**config.mk**
```make
export PLATFORM = sky130hd
export DESIGN_NAME = dct_coefficient_quantizer
export DESIGN_NICKNAME = d
export VERILOG_FILES = /design/src/dctq_pkg.sv /design/src/dct_coefficient_quantizer.sv
export VERILOG_INCLUDE_DIRS = /design/src /design/src/src
export SDC_FILE = /design/constraint.sdc
export NUM_CORES = 1
export LEC_CHECK = 0
export ABC_AREA = 1
export BUFFER_PORTS_ARGS = -buffer_cell sky130_fd_sc_hd__buf_2
export CORE_ASPECT_RATIO = 1.25
export CORE_MARGIN = 4
export CORE_UTILIZATION = 45
export CTS_BUF_LIST = sky130_fd_sc_hd__clkbuf_16
export DETAILED_ROUTE_END_ITERATION = 7
export GPL_ROUTABILITY_DRIVEN = 1
export PLACE_DENSITY = 0.59
export SYNTH_ARGS = -nofsm -noshare
export SYNTH_HDL_FRONTEND = slang
export SYNTH_SLANG_ARGS = --single-unit
```
**constraint.sdc**
```tcl
create_clock -name clock -period 6.6 [get_ports clock]
set_input_delay 0.33 -clock clock [delete_from_list [all_inputs] [get_ports clock]]
set_output_delay 0.33 -clock clock [all_outputs]
set_load 0.005 [all_outputs]
```
**src/dct_coefficient_quantizer_defines.svh**
```systemverilog
// Assertion macros shared by the quantizer RTL.
`ifndef DCT_COEFFICIENT_QUANTIZER_DEFINES_SVH
`define DCT_COEFFICIENT_QUANTIZER_DEFINES_SVH

// Checked on every clock edge outside reset.
`define DCTQ_ASSERT(label, prop, msg) \
   label: assert property (@(posedge clock) disable iff (reset) prop) else $error(msg);

// Checked on every clock edge, reset included.
`define DCTQ_ASSERT_ALWAYS(label, prop, msg) \
   label: assert property (@(posedge clock) prop) else $error(msg);

`endif

```
**src/dctq_pkg.sv**
```systemverilog
// Types and constants for the DCT coefficient quantizer.
package dctq_pkg;

   localparam int COEF_W      = 16;
   localparam int IDX_W       = 3;
   localparam int QNT_W       = 8;
   localparam int STEP_W      = 15;           // 121 * 255 fits
   localparam int MAG_W       = COEF_W + 1;   // magnitude of -32768
   localparam int DIV_STAGES  = 3;
   localparam int DIV_BITS    = 3;
   localparam int QUO_W       = DIV_STAGES * DIV_BITS;
   localparam int KIND_W      = 2;
   localparam int LEVEL_W     = 8;
   localparam int CSR_ADDR_W  = 2;

   localparam logic [QUO_W:0] QNT_POS_MAX = 10'd127;
   localparam logic [QUO_W:0] QNT_NEG_MAX = 10'd128;

   localparam logic [CSR_ADDR_W-1:0] REG_TABLE_KIND = 2'd0;
   localparam logic [CSR_ADDR_W-1:0] REG_LEVEL      = 2'd1;

   localparam logic [KIND_W-1:0] KIND_LUMA  = 2'd0;
   localparam logic [KIND_W-1:0] KIND_RAMP  = 2'd1;
   localparam logic [KIND_W-1:0] KIND_FLAT  = 2'd2;
   localparam logic [KIND_W-1:0] KIND_TRIDI = 2'd3;

   localparam logic [KIND_W-1:0]  TABLE_KIND_RESET = KIND_LUMA;
   localparam logic [LEVEL_W-1:0] LEVEL_RESET      = 8'd1;

   localparam logic [6:0] LUMA_STEPS [64] = '{
      7'd16, 7'd11, 7'd10, 7'd16, 7'd24, 7'd40, 7'd51, 7'd61,
      7'd12, 7'd12, 7'd14, 7'd19, 7'd26, 7'd58, 7'd60, 7'd55,
      7'd14, 7'd13, 7'd16, 7'd24, 7'd40, 7'd57, 7'd69, 7'd56,
      7'd14, 7'd17, 7'd22, 7'd29, 7'd51, 7'd87, 7'd80, 7'd62,
      7'd18, 7'd22, 7'd37, 7'd56, 7'd68, 7'd109, 7'd103, 7'd77,
      7'd24, 7'd35, 7'd55, 7'd64, 7'd81, 7'd104, 7'd113, 7'd92,
      7'd49, 7'd64, 7'd78, 7'd87, 7'd103, 7'd121, 7'd120, 7'd101,
      7'd72, 7'd92, 7'd95, 7'd98, 7'd112, 7'd100, 7'd103, 7'd99
   };

   typedef struct packed {
      logic signed [COEF_W-1:0] coefficient;
      logic        [IDX_W-1:0]  row;
      logic        [IDX_W-1:0]  col;
   } req_type;

   typedef struct packed {
      logic signed [QNT_W-1:0] quantized;
      logic                    overflow;
   } rsp_type;

endpackage

```
**src/dct_coefficient_quantizer.sv**
```systemverilog
// Throughput: one coefficient per cycle when nothing stalls. An accepted req beat
//   passes a step-pick stage, three divide stages (3 quotient bits each, compare
//   and subtract) and a round/saturate output stage to become its rsp beat.
// Each stage holds its beat only while the one after it is full and stalled.
// Reset (synchronous) empties the pipeline and sets table_kind 0, level 1.
// Config writes are taken every cycle (csr_ready is always high).
`include "dct_coefficient_quantizer_defines.svh"

module dct_coefficient_quantizer #(
   parameter int FRACTION_BITS = 3
) (
   input  logic                                clock,
   input  logic                                reset,
   input  logic                                req_valid,
   output logic                                req_stall,
   input  dctq_pkg::req_type                   req_data,
   output logic                                rsp_valid,
   input  logic                                rsp_stall,
   output dctq_pkg::rsp_type                   rsp_data,
   input  logic                                csr_valid,
   output logic                                csr_ready,
   input  logic [dctq_pkg::CSR_ADDR_W-1:0]     csr_index,
   input  logic [dctq_pkg::LEVEL_W-1:0]        csr_wdata
);

   localparam int DEN_W = dctq_pkg::STEP_W + FRACTION_BITS;
   localparam int CMP_W = DEN_W + dctq_pkg::QUO_W + 1;
   localparam int NS    = dctq_pkg::DIV_STAGES;
   localparam int MW    = dctq_pkg::MAG_W;
   localparam int QW    = dctq_pkg::QUO_W;

   // configuration
   logic [dctq_pkg::KIND_W-1:0]  table_kind_ff;
   logic [dctq_pkg::LEVEL_W-1:0] level_ff;

   assign csr_ready = 1'b1;

   always_ff @(posedge clock) begin
      if (reset) begin
         table_kind_ff <= dctq_pkg::TABLE_KIND_RESET;
         level_ff      <= dctq_pkg::LEVEL_RESET;
      end else if (csr_valid && csr_ready) begin
         unique case (csr_index)
            dctq_pkg::REG_TABLE_KIND: table_kind_ff <= csr_wdata[dctq_pkg::KIND_W-1:0];
            dctq_pkg::REG_LEVEL:      level_ff      <= csr_wdata;
            default: ;
         endcase
      end
   end

   // pipeline storage: stage 0 after step pick, 1..NS after each divide stage
   logic          vld_ff  [0:NS];
   logic [MW-1:0] rem_ff  [0:NS];
   logic [QW-1:0] quo_ff  [0:NS];
   logic [DEN_W-1:0] den_ff [0:NS];
   logic          neg_ff  [0:NS];

   logic          vld_in  [0:NS];
   logic [MW-1:0] rem_in  [0:NS];
   logic [QW-1:0] quo_in  [0:NS];
   logic [DEN_W-1:0] den_in [0:NS];
   logic          neg_in  [0:NS];

   logic          rdy     [0:NS+1];

   logic              rsp_valid_ff, rsp_valid_in;
   dctq_pkg::rsp_type rsp_ff, rsp_in;

   // a stage may load when it is empty or its contents move on
   always_comb begin
      rdy[NS+1] = !rsp_valid_ff || !rsp_stall;
      for (int k = NS; k >= 0; k--) begin
         rdy[k] = !vld_ff[k] || rdy[k+1];
      end
   end

   assign req_stall = !rdy[0];

   // stage 0: step pick and coefficient magnitude
   always_comb begin
      logic [dctq_pkg::STEP_W-1:0] step;
      logic [dctq_pkg::STEP_W-1:0] luma_step;
      logic [dctq_pkg::STEP_W-1:0] ramp_step;
      logic [dctq_pkg::IDX_W:0]    rc_sum;
      logic [dctq_pkg::IDX_W-1:0]  diff;
      logic [dctq_pkg::STEP_W-1:0] level_x;

      level_x   = dctq_pkg::STEP_W'(level_ff);
      luma_step = dctq_pkg::STEP_W'(
                     dctq_pkg::LUMA_STEPS[{req_data.row, req_data.col}]) * level_x;
      rc_sum    = {1'b0, req_data.row} + {1'b0, req_data.col} + 4'd1;
      ramp_step = dctq_pkg::STEP_W'(rc_sum) * level_x + 15'd1;
      diff      = (req_data.row > req_data.col) ? req_data.row - req_data.col
                                                : req_data.col - req_data.row;
      case (table_kind_ff)
         dctq_pkg::KIND_LUMA:  step = luma_step;
         dctq_pkg::KIND_RAMP:  step = ramp_step;
         dctq_pkg::KIND_FLAT:  step = level_x;
         default:              step = (diff <= 3'd1) ? level_x : '0;
      endcase

      vld_in[0] = req_valid;
      neg_in[0] = req_data.coefficient[dctq_pkg::COEF_W-1];
      rem_in[0] = neg_in[0] ? MW'(0) - {req_data.coefficient[dctq_pkg::COEF_W-1],
                                        req_data.coefficient}
                            : {1'b0, req_data.coefficient};
      quo_in[0] = '0;
      den_in[0] = DEN_W'(step) << FRACTION_BITS;
   end

   // divide stages, DIV_BITS restoring steps each, quotient MSB first
   for (genvar k = 1; k <= NS; k++) begin : g_div
      localparam int BIT_HI = QW - 1 - (k - 1) * dctq_pkg::DIV_BITS;

      always_comb begin
         logic [MW-1:0]    rem;
         logic [QW-1:0]    quo;
         logic [CMP_W-1:0] shifted;

         rem = rem_ff[k-1];
         quo = quo_ff[k-1];
         for (int j = 0; j < dctq_pkg::DIV_BITS; j++) begin
            shifted = CMP_W'(den_ff[k-1]) << (BIT_HI - j);
            if (CMP_W'(rem) >= shifted) begin
               rem              = rem - MW'(shifted);
               quo[BIT_HI - j]  = 1'b1;
            end
         end
         vld_in[k] = vld_ff[k-1];
         rem_in[k] = rem;
         quo_in[k] = quo;
         den_in[k] = den_ff[k-1];
         neg_in[k] = neg_ff[k-1];
      end
   end

   always_ff @(posedge clock) begin
      for (int k = 0; k <= NS; k++) begin
         if (reset) begin
            vld_ff[k] <= 1'b0;
         end else if (rdy[k]) begin
            vld_ff[k] <= vld_in[k];
         end
      end
   end

   always_ff @(posedge clock) begin
      for (int k = 0; k <= NS; k++) begin
         if (rdy[k]) begin
            rem_ff[k] <= rem_in[k];
            quo_ff[k] <= quo_in[k];
            den_ff[k] <= den_in[k];
            neg_ff[k] <= neg_in[k];
         end
      end
   end

   // output stage: round half to even, then saturate
   always_comb begin
      logic [CMP_W-1:0] rem_x;
      logic [CMP_W-1:0] den_x;
      logic [CMP_W-1:0] twice;
      logic             too_big;
      logic             zero_step;
      logic             up;
      logic [QW:0]      qr;

      rem_x     = CMP_W'(rem_ff[NS]);
      den_x     = CMP_W'(den_ff[NS]);
      twice     = rem_x << 1;
      zero_step = (den_ff[NS] == '0);
      // remainder still at least the divisor: quotient overran QUO_W bits
      too_big   = (rem_x >= den_x);
      up        = (twice > den_x) || ((twice == den_x) && quo_ff[NS][0]);
      qr        = {1'b0, quo_ff[NS]} + (QW+1)'(up);

      rsp_valid_in = vld_ff[NS];
      if (zero_step) begin
         rsp_in.overflow  = 1'b1;
         rsp_in.quantized = (rem_ff[NS] == '0) ? 8'sd0 :
                            (neg_ff[NS] ? -8'sd128 : 8'sd127);
      end else if (neg_ff[NS]) begin
         if (too_big || qr > dctq_pkg::QNT_NEG_MAX) begin
            rsp_in.overflow  = 1'b1;
            rsp_in.quantized = -8'sd128;
         end else begin
            rsp_in.overflow  = 1'b0;
            rsp_in.quantized = dctq_pkg::QNT_W'((QW+1)'(0) - qr);
         end
      end else begin
         if (too_big || qr > dctq_pkg::QNT_POS_MAX) begin
            rsp_in.overflow  = 1'b1;
            rsp_in.quantized = 8'sd127;
         end else begin
            rsp_in.overflow  = 1'b0;
            rsp_in.quantized = dctq_pkg::QNT_W'(qr);
         end
      end
   end

   always_ff @(posedge clock) begin
      if (reset) begin
         rsp_valid_ff <= 1'b0;
      end else if (rdy[NS+1]) begin
         rsp_valid_ff <= rsp_valid_in;
      end
   end

   always_ff @(posedge clock) begin
      if (rdy[NS+1]) begin
         rsp_ff <= rsp_in;
      end
   end

   assign rsp_valid = rsp_valid_ff;
   assign rsp_data  = rsp_ff;

   `DCTQ_ASSERT_ALWAYS(a_empty_after_reset, $past(reset) |-> !rsp_valid,
      "rsp_valid high right after reset")
   `DCTQ_ASSERT(a_bubble_takes_beat, !vld_ff[0] |-> !req_stall,
      "input stalled although the first stage is empty")
   `DCTQ_ASSERT(a_accept_fills_stage0, (req_valid && !req_stall) |=> vld_ff[0],
      "accepted beat did not reach the first stage")
   `DCTQ_ASSERT(a_overflow_at_rail,
      (rsp_valid && rsp_data.overflow) |->
         (rsp_data.quantized == 8'sd127 || rsp_data.quantized == -8'sd128 ||
          rsp_data.quantized == 8'sd0),
      "overflow flagged with a value off the rails")

endmodule
```
==> qor.yml <==
cp_max_fo: 15
num_vias: 14930
seq_area_frac_synth: 0.2905
netlist_instances: 2289
muxShareOfSynthArea: 0.0005684
fp-row-count: 80
die_width_um: 184.9
synth-simple-area-share: 0.3030
antenna_found_initial: 0
dp_slack_ns: 0.7653
grt_pass1_vias: 14830
drc: 0
drive_gt1_frac: 0.09970
drt_iter0_drc: 695
cts_resized: 0
syn_avg_cell_area_um2: 7.693
synth_ff_type: "edfxtp_1"
worstMarginPinSlew_ns: 0.6379
postCtsHoldBufs: 0
layout_common_cells: "nand2_1, inv_1, ha_1, nor2_1, edfxtp_1"
synth_compound_area_frac: 0.08555
synth_nets: 2567
worst-setup-path-type: "flip-flop to flip-flop"
fill_cells: 3859
synth_cell_types: 57
synth-xor-area-share: 0.03581
post_cts_buffers: 0
synth_edf_count: 163
wl_per_cell_um: 16.18
hpwl_um: 38660
rsz0062_at_grt: "no"
status: "complete, no violations"
crit_top_cell: "nand2_1"
fin_crit_sh: 0.8544
worstPathArrival_ns: 5.96
cp-start-kind: "flip-flop"
port-buffer-count: 47
grt_max_degree: 43
fin_crit_ns: 5.639
die_area_um2: 42380
fin_ws_ns: 0.9610
clk_pin_slew_worst_paths_ns: 0.08
clock_path_buffers: 2
cts_inserted_buffers: 17
final_common_cell: "nand2_1"
critPathRequiredTime_ns: 6.92
max_stage_delay_ns: 0.52
setup_viol: 0
end_kind: "flip-flop"
hold_path_class: "input port to flip-flop"
timing.fmax_ghz: 0.1773
vias_per_cell: 5.260
drtPass1Iterations: 6
grt_first_pass_wirelength_um: 74370
antennaDiodeCount: 0
synth-seq-cells: 174
cts_tree: "yes"
h-tree-depth: 4
grt-ovfl-total: 0
root_buffer: "clkbuf_16"
track_usage: 0.2190
initial_utilization: 0.4581
synthToLayoutAreaGrowth_pct: 7.787
netlist_area_um2: 17610
core_um2: 38440
finalClockSkew_ns: 0.01522
async_flop_share: 0
ff_latch_area_um2: 5115
critPathSlowestCell: "edfxtp_1"
synth_top_family_by_area: "simple AND/OR/NAND/NOR gates"
slew-limit-headroom: 0.5735
multi_input_area_um2: 10900
routed_wl_um: 45930
synth_warnings: 0
cap_violations: 0
nNetsFinal: 2612
die-height_um: 229.2
gp_congestion: 0.8891
ant_nets: 0
finalHoldViolCount: 0
hold_slack_ns: 0.07566
cts.sinks: 174
clk_latency_ns: 0.45
tns_ns: 0
ioPinCount: 49
synthAdderAreaFrac: 0.1938
maxSlewViolCount: 0
-- final timing paths --
kind / slack [ns] / cells after the start / endpoint / from
worst min register to register: 0.42 / 0 / neg_ff[1] / neg_ff[0]
worst min-delay path: 0.08 / 2 / rsp_valid / reset
worst max-delay path: 0.96 / 32 / rem_ff[3][12] / den_ff[2][4]
worst max register to register: 0.96 / 32 / rem_ff[3][12] / den_ff[2][4]
-- state kept, by name, indices dropped and copies added, names as in the netlist --
| signal | cells |
|---|---|
| den_ff | 60 |
| level_ff | 8 |
| neg_ff | 4 |
| quo_ff | 18 |
| rem_ff | 68 |
| rsp_data | 9 |
| rsp_valid | 1 |
| table_kind_ff | 2 |
| vld_ff | 4 |
-- cell type report --
class                      instances  area share
sequential                       174      0.2695
tap                              492     0.03243
multi-input combinational       1709      0.5744
clock inverter                    15     0.01088
inverter                         377     0.07482
clock buffer                      17     0.02241
timing repair buffer              55     0.01556
-- cell usage after synthesis (3+ instances only) --
cell type	count	share of area
a21boi_1	5	0.0021
a21o_1	9	0.0038
a21oi_1	113	0.032
a21oi_2	5	0.0025
a31oi_1	6	0.0021
and2_1	25	0.0089
buf_2	11	0.0031
buf_4	6	0.0026
clkbuf_1	9	0.0019
clkinv_1	5	0.0011
dfxtp_1	11	0.013
edfxtp_1	163	0.28
fa_1	53	0.060
ha_1	188	0.13
inv_1	339	0.072
inv_2	31	0.0066
nand2_1	571	0.12
nand2_2	24	0.0085
nand2_4	13	0.0083
nand3_1	138	0.039
nand3_2	31	0.018
nand3_4	5	0.0050
nand3b_1	16	0.0068
nand4_1	65	0.023
nor2_1	173	0.037
nor2_2	10	0.0036
nor2_4	5	0.0032
nor3_1	26	0.0074
nor3_2	3	0.0017
nor4_1	10	0.0036
o211ai_1	11	0.0047
o21a_1	5	0.0021
o21ai_0	66	0.019
o21ai_1	10	0.0028
o21ai_2	4	0.0020
o21bai_1	10	0.0043
o22ai_1	6	0.0021
o31ai_1	3	0.0013
or2_2	9	0.0032
xnor2_1	30	0.015
xor2_1	42	0.021
-- cell families (layout without fill, tap and decap cells) --
family / Yosys count / count (layout)
adders and majority gates: 241 / 241
DFF: 174 / 174
muxes: 1 / 1
other: 2 / 2
buffers and inverters: 406 / 464
xor gates and xnor gates: 72 / 72
and+or+nand+nor: 1130 / 1130
AOI/OAI and AO/OA: 263 / 263
-- metrics by stage --
stage	std cells	cell area, µm²	util
finish	2839	18980	0.4938
global route	2839	18980	0.4938
CTS	2839	18980	0.4938
global placement	2807	18350	0.4774
floorplan	2289	17610	-
detailed placement	2807	18350	0.4774
-- worst max-delay path: cells and delay by family, from the launching register on --
family / cells / cell delay, ns
DFF: 1 / 0.52
AOI/OAI and AO/OA: 2 / 0.32
buffers and inverters: 4 / 0.76
and+or+nand+nor: 23 / 2.91
adders and majority gates: 3 / 0.99
-- routing by layer --
| layer | part of all wire | GRT usage |
|---|---|---|
| met5 | 0 | 0 |
| met4 | 0.057 | 0.1143 |
| met3 | 0.027 | 0.02301 |
| met2 | 0.54 | 0.4102 |
| met1 | 0.38 | 0.2393 |
Power is not shown: default switching activity piles up to over one toggle a cycle in this logic, so the estimate is an artifact.
